[src/design/cacs_pkg.sv]
// ----------------------------------------------------------------------------
// Command sequencer package
// Shared constants, codes and types of the command, acknowledge and credit
// sequencer.
// ----------------------------------------------------------------------------
package cacs_pkg;

	localparam int QUEUE_DEPTH = 32;
	localparam int PTR_W = (QUEUE_DEPTH > 1) ? $clog2(QUEUE_DEPTH) : 1;
	localparam int CNT_W = $clog2(QUEUE_DEPTH + 1);

	localparam logic [2:0] MAX_QUERY_RETRIES = 3'd3;
	localparam logic [31:0] TIMEOUT_RESET = 32'd3000;

	localparam logic [1:0] MODE_TICK    = 2'd0;
	localparam logic [1:0] MODE_ENQUEUE = 2'd1;
	localparam logic [1:0] MODE_RESP    = 2'd2;
	localparam logic [1:0] MODE_LINK    = 2'd3;

	localparam logic [2:0] PH_IDLE       = 3'd0;
	localparam logic [2:0] PH_SEND_QUERY = 3'd1;
	localparam logic [2:0] PH_WAIT_QUERY = 3'd2;
	localparam logic [2:0] PH_SEND_CMD   = 3'd3;
	localparam logic [2:0] PH_WAIT_CMD   = 3'd4;

	localparam logic [1:0] KIND_QUERY = 2'd0;
	localparam logic [1:0] KIND_CMD   = 2'd1;
	localparam logic [1:0] KIND_DONE  = 2'd2;

	localparam logic [1:0] ST_OK      = 2'd0;
	localparam logic [1:0] ST_FULL    = 2'd1;
	localparam logic [1:0] ST_TIMEOUT = 2'd2;
	localparam logic [1:0] ST_ABORT   = 2'd3;

	localparam int CFG_IDX_W = 2;
	localparam logic [CFG_IDX_W-1:0] CFG_TIMEOUT  = 2'd0;
	localparam logic [CFG_IDX_W-1:0] CFG_QUERY_ID = 2'd1;

	typedef struct packed {
		logic [7:0] tag;
		logic       queued;
		logic [7:0] cmd_id;
	} entry_t;

	typedef struct packed {
		logic   push;
		logic   pop;
		logic   clear;
		entry_t wdata;
	} fifo_ctl_t;

	typedef struct packed {
		logic [CNT_W-1:0] count;
		entry_t           head;
	} fifo_sts_t;

endpackage

[src/design/cacs_fifo.sv]
// ----------------------------------------------------------------------------
// Pending command queue
// Synchronous memory of pending commands with head and tail pointers. The
// read port follows the next head pointer, so the registered head entry
// follows each pop or clear.
// ----------------------------------------------------------------------------
module cacs_fifo import cacs_pkg::*; (
	input  logic      clk,
	input  logic      arst_n,
	input  fifo_ctl_t ctl,
	output fifo_sts_t sts
);

	entry_t           mem [QUEUE_DEPTH];
	entry_t           rd_q;
	logic [PTR_W-1:0] head_q;
	logic [PTR_W-1:0] tail_q;
	logic [PTR_W-1:0] head_d;
	logic [PTR_W-1:0] tail_d;
	logic [CNT_W-1:0] count_q;

	always_comb begin
		head_d = head_q;
		tail_d = tail_q;
		if (ctl.clear) begin
			head_d = '0;
			tail_d = '0;
		end else begin
			if (ctl.pop) begin
				head_d = (head_q == PTR_W'(QUEUE_DEPTH - 1)) ? '0 : head_q + 1'b1;
			end
			if (ctl.push) begin
				tail_d = (tail_q == PTR_W'(QUEUE_DEPTH - 1)) ? '0 : tail_q + 1'b1;
			end
		end
	end

	always_ff @(posedge clk) begin
		if (ctl.push) begin
			mem[tail_q] <= ctl.wdata;
		end
		rd_q <= mem[head_d];
	end

	always_ff @(posedge clk or negedge arst_n) begin
		if (!arst_n) begin
			head_q  <= '0;
			tail_q  <= '0;
			count_q <= '0;
		end else begin
			head_q <= head_d;
			tail_q <= tail_d;
			if (ctl.push && !ctl.pop) begin
				count_q <= count_q + 1'b1;
			end else if (ctl.pop && !ctl.push) begin
				count_q <= count_q - 1'b1;
			end
		end
	end

	assign sts = '{count: count_q, head: rd_q};

	a_count_bound: assert property (@(posedge clk) disable iff (!arst_n)
		count_q <= CNT_W'(QUEUE_DEPTH))
		else $error("queue count beyond depth");

	a_no_push_full: assert property (@(posedge clk) disable iff (!arst_n)
		ctl.push |-> count_q != CNT_W'(QUEUE_DEPTH))
		else $error("push into a full queue");

	a_no_pop_empty: assert property (@(posedge clk) disable iff (!arst_n)
		ctl.pop |-> count_q != '0)
		else $error("pop from an empty queue");

	a_clear_empty: assert property (@(posedge clk) disable iff (!arst_n)
		ctl.clear |=> head_q == tail_q && count_q == '0)
		else $error("pointer clear left entries behind");

endmodule
[config.mk]
export PLATFORM = sky130hd
export DESIGN_NAME = cacs_fifo
export DESIGN_NICKNAME = d
export VERILOG_FILES = /design/src/design/cacs_pkg.sv /design/src/design/cacs_fifo.sv
export SDC_FILE = /design/constraint.sdc
export NUM_CORES = 1
export LEC_CHECK = 0
export BUFFER_PORTS_ARGS = -buffer_cell sky130_fd_sc_hd__buf_4
export CORE_AREA = 2 2 218 220
export CTS_CLUSTER_DIAMETER = 100
export DETAILED_ROUTE_END_ITERATION = 10
export DIE_AREA = 0 0 220 222
export GPL_TIMING_DRIVEN = 0
export PLACE_DENSITY = 0.62
export SETUP_SLACK_MARGIN = 0.4
export SKIP_LAST_GASP = 1
export SLEW_MARGIN = 20
export SYNTH_ARGS = -nofsm -noshare
export SYNTH_HDL_FRONTEND = slang
export SYNTH_SLANG_ARGS = --single-unit
[constraint.sdc]
create_clock -name clk -period 3.9 [get_ports clk]
set_clock_uncertainty 0.2 [all_clocks]
set_input_delay 0.585 -clock clk [delete_from_list [all_inputs] [get_ports clk]]
set_output_delay 0.585 -clock clk [all_outputs]
set_load 0.1 [all_outputs]
Yosys cells after proc, flatten, opt, wreduce, memory -nomap -nowiden --
Memories as Yosys holds them, arrays and structs flattened. A register that Yosys moved wholly into a read port is not among the register bits. Cells that the tools add are included.
Storage, ports and cells: bits in registers 16, latch bits 0, bits in writable memories 544, memory bits (read-only) 0, input bits 22, output and inout port bits 23, logic and storage cells 26, memories 1
Memory list:
- mem | depth 32, width 17, read ports 1, clocked after memory_dff 1, write ports 1, line cacs_fifo.sv:14 | entry_t mem [QUEUE_DEPTH];
Operators by class: add/subtract/negate cells 4, $mul 0, divide/modulo/power cells 0, $lt $le $gt $ge 0, equality and inequality tests 2, shift operators 0, multiplexer cells 10, bitwise logic cells 0, reductions and logical operators 6
Operators by type and width (count):
- $mux W5 | 6
- $mux W6 | 2
- $add A5 B1 Y5 const B | 2
- $eq A5 B5 Y1 const B | 2
- $add A6 B1 Y6 const B | 1
- $sub A6 B1 Y6 const B | 1
- $reduce_bool A2 Y1 | 2
- $logic_and A1 B1 Y1 | 2
- $logic_not A1 Y1 | 2
- $mux W1 | 2

Logic depth before layout (Yosys ltp) --
depth in word-level cells 4, depth in mapped cells 13, mapped depth without buffers 10

Worst setup path before layout --
OpenSTA, ideal clock, no wires.
path kind reg-to-reg, start reg head_q[0], end reg, netlist name sts[10], arrival 2.525 ns, setup slack 1.050 ns, cell stages (with the launch flop) 14, path buffers 4, clock period less this slack 2.850 ns, path through dfrtp_1 -> ha_1 -> and3_1 -> ha_1 -> or3b_1 -> buf_2 -> a21o_1 -> buf_6 -> clkinv_8 -> buf_2 -> buf_2 -> nand3_1 -> a21oi_1 -> nor4_2
Between the ends: cells in the longest elaborated chain, start to end 4
RTL lines:
- from (decl) | line cacs_fifo.sv:16 | logic [PTR_W-1:0] head_q;
- from (signal assigned) | line cacs_fifo.sv:47 | head_q <= '0;
- from (signal assigned) | line cacs_fifo.sv:51 | head_q <= head_d;
- $add A5 B1 Y5 or $eq A5 B5 Y1 (tied branches) | line cacs_fifo.sv:30 | head_d = (head_q == PTR_W'(QUEUE_DEPTH - 1)) ? '0 : head_q + 1'b1;
- $mux W5 | line cacs_fifo.sv:30
- $mux W5 * | line cacs_fifo.sv:29 | if (ctl.pop) begin
- $mux W5 * | line cacs_fifo.sv:25 | if (ctl.clear) begin
- via head_d[0] | line cacs_fifo.sv:18 | logic [PTR_W-1:0] head_d;
The timed path passes the listed nets; every way through them passes the cells marked *. A chain may end at the register's enable or synchronous reset.

Worst setup path after layout --
start reg head_q[0], end reg, netlist name sts[15]
Between the ends: cells in the longest elaborated chain, start to end 4
RTL lines (line):
- $add A5 B1 Y5 or $eq A5 B5 Y1 (tied branches) | cacs_fifo.sv:30
- $mux W5 | cacs_fifo.sv:30
- $mux W5 * | cacs_fifo.sv:29
- $mux W5 * | cacs_fifo.sv:25
Every way passes the cells marked *; elsewhere a longest branch is shown, timed or not.

==> results.sh <==
export IMPL_status="finished clean"
export IMPL_max_cap_viol_count=0
export IMPL_drt_pass1_iterations=6
export IMPL_num_vias=14867
export IMPL_area_delta_synth_final_pct=17.3
export IMPL_p_int_mw=10.4
export IMPL_core_rowCount=79
export IMPL_p_leak_nw=9.10
export IMPL_antenna_found_initial=2
export IMPL_ys_seq_area_share_pct=74.1
export IMPL_drcViolationCount=0
export IMPL_worstPathArrival_ps=3790
export IMPL_crit_slowest_cell="clkbuf_1"
export IMPL_min_period_ps=3460
export IMPL_end_kind="register"
export IMPL_switching_power_mw=3.47
export IMPL_relSlewSlack_pct=39.9
export IMPL_io_buffers=44
export IMPL_maxSlewViolCount=0
export IMPL_power_share_combinational_pct=11.4
export IMPL_layout_commonest_cell="edfxtp_1"
export IMPL_ir_drop_mv=0.366
export IMPL_hold_viol_final=0
export IMPL_syn_inst=1634
export IMPL_wl_per_cell_microns=26.9
export IMPL_critical_path_max_stage_delay_ps=560
export IMPL_grt_pass1_wl_microns=96200
export IMPL_p_per_area_nw_per_um2=515
export IMPL_cts_tree="built"
export IMPL_instances_no_fill=2432
export IMPL_async_flop_share_pct=2.77
export IMPL_rsz0062_at_grt="false"
export IMPL_ys_warn_count=0
export IMPL_startpoint_type="register"
export IMPL_critPathTopFamily="simple AND/OR/NAND/NOR gates"
export IMPL_hp_class="in2reg"
export IMPL_fin_crit_sh_pct=88.8
export IMPL_ys_seq_elements=577
export IMPL_track_usage_pct=27.2
export IMPL_cp_required_ps=4230
export IMPL_coreArea_sq_um=46300
export IMPL_drt_iter0_drc=1547
export IMPL_worstPathCellList="ha_4 > and3_4 > ha_4 > and4bb_1 > a22oi_4 > buf_12 > clkbuf_1 > o211ai_1 > nand4_1 > a21boi_0 > and4bb_1"
export IMPL_start_util_pct=49.8
export IMPL_cts_root_buf="clkbuf_16"
export IMPL_grt_ovfl_total=0
export IMPL_cts_sinks=577
export IMPL_syn_num_nets=1669
export IMPL_numCtsBuffers=57
export IMPL_totalPowerFinal_mw=13.9
export IMPL_power_frac_seq_pct=49.7
export IMPL_die_h_microns=222
export IMPL_wirelength_microns=65300
export IMPL_syn_area_per_cell_sq_um=14.1
export IMPL_crit_type="reg2reg"
export IMPL_fp_dieW_microns=220
export IMPL_place_congestion=0.844
export IMPL_fill_cells=3629
export IMPL_cts_buffer_depth=3
export IMPL_diodes=0
export IMPL_dp_cells=2315
export IMPL_power_share_clock_pct=38.9
export IMPL_netlist_area_sq_um=23100
export IMPL_fin_ws_ps=436
export IMPL_final_nets=1816
export IMPL_finalSetupViolations=0
export IMPL_grt_max_degree=33
export IMPL_dp_hpwl_microns=43000
export IMPL_grt_pass1_vias=14777
export IMPL_fmax_mhz=289
export IMPL_htreeDepth=2
export IMPL_crit_fanout=10
export IMPL_synthDistinctLibCells=58
export IMPL_place_ws_ps=-68.6
export IMPL_switching_share_pct=25.0
export IMPL_final_cell_mix="544 x edfxtp_1, 251 x nand2_1, 163 x a21oi_1"
export IMPL_cts_clk_slew_worst_paths_ps=70
export IMPL_die_area_sq_um=48800
export IMPL_synth_edf_count=544
export IMPL_worst_pin_slew_ps=900
export IMPL_clk_latency_ps=620
export IMPL_drive_gt1_share_pct=19.1
export IMPL_ios=45
export IMPL_synth_top_flop_cell="edfxtp_1"
export IMPL_crit_buf_inv=2
export IMPL_via_per_inst=6.11
export IMPL_ant_nets=0
[cells in the mapped netlist (17+ instances only)]
| master | instances | area (sq um) |
|---|---|---|
| a21oi_1 | 173 | 866 |
| a22o_1 | 49 | 429 |
| a22oi_1 | 18 | 135 |
| buf_2 | 51 | 255 |
| clkbuf_1 | 50 | 188 |
| dfxtp_1 | 17 | 340 |
| edfxtp_1 | 544 | 16300 |
| nand2_1 | 251 | 942 |
| nand3_1 | 105 | 526 |
| nand4_1 | 36 | 225 |
| nor2_1 | 44 | 165 |
| nor2b_1 | 17 | 106 |
| nor3_1 | 17 | 85.1 |
| o211ai_1 | 38 | 285 |
| o21ai_0 | 18 | 90.1 |
| or3_1 | 36 | 225 |
[worst register-to-register path: cells and delay by family, from the launching register on]
kind | cells | cell delay (ps)
adder cells (fa/ha/maj) | 2 | 320
AO/OA/AOI/OAI | 3 | 770
AND/OR/NAND/NOR | 4 | 920
flip-flops | 1 | 450
buffers and inverters | 2 | 720
[stage by stage]
stage	instance area [sq um]	TNS (ps)	hold WS [ps]	utilization (%)
floorplan	23100	0	89.4	-
global placement	24100	-83.9	256	52.2
detailed placement	24600	-142	265	53.1
CTS	26800	0	85.9	58.0
global route	27000	0	112	58.5
finish	27000	0	109	58.5
[layout make-up]
class | count | area, sq um | share of cell area, %
Timing Repair inverter | 1 | 8.76 | 0.0324
Timing Repair Buffer | 87 | 812 | 3.00
Sequential cell | 577 | 17100 | 63.2
Inverter | 9 | 46.3 | 0.171
Tap cell | 607 | 759 | 2.81
Buffer | 117 | 653 | 2.42
Clock buffer | 83 | 1600 | 5.90
Multi-Input combinational cell | 931 | 5870 | 21.7
Clock inverter | 20 | 216 | 0.800
[cell families (layout without fill, tap and decap cells)]
kind of cell	Yosys count	count (layout)	synth area share (%)
flops	577	577	74.1
simple gates	546	546	11.6
compound gates	358	358	10.3
buf+inv	126	317	2.69
fa+ha+maj	13	13	0.738
xor+xnor	7	7	0.266
mux	7	7	0.331
[state kept, by name, summed over array words and instances, names as in the netlist]
name / count
head_q: 5
tail_q: 5
sts: 17
count_q: 6
mem: 544
[what timing repair did]
item / in CTS / in global routing
hold buffers: 1 / 0
hold endpoints to repair: 16 / 0
gates cloned: 0 / 1
resized for setup: 95 / 20
pin swaps: 21 / 14
endpoints found under the setup margin: 17 / 17
setup buffers: 0 / 12
[power groups by stage]
stage	Clock [mW]	Combinational [mW]	Sequential [mW]
2_1_floorplan	0	0.555	7.47
3_3_place_gp	0	1.46	7.05
3_5_place_dp	0	1.49	7.05
6_report	5.41	1.58	6.92
4_1_cts	5.47	1.55	6.92
5_1_grt	5.69	1.68	6.93
[path summary, 6_finish.rpt]
path                            start         end  slack, ps  cells after the start
max in group asynchronous      arst_n   head_q[0]       3100                      2
min reg2reg                count_q[5]  count_q[5]        270                      1
min                           ctl[17]   head_q[4]        110                      2
min in group asynchronous      arst_n   tail_q[3]        170                      2
max                         head_q[0]     sts[15]        440                     11
max reg2reg                 head_q[0]     sts[15]        440                     11
[routing by layer]
layer  share of wire [%]  vias up  global-route usage, %  wire (microns)
li1                    -     6588                      -               -
met1                  40     7553                   36.0           26000
met2                  49      601                   43.9           31900
met3                 7.7      121                   6.10            5050
met4                 3.6        4                   9.85            2320
met5               0.038        -                      0              25
(Power assumes the default switching activity.)
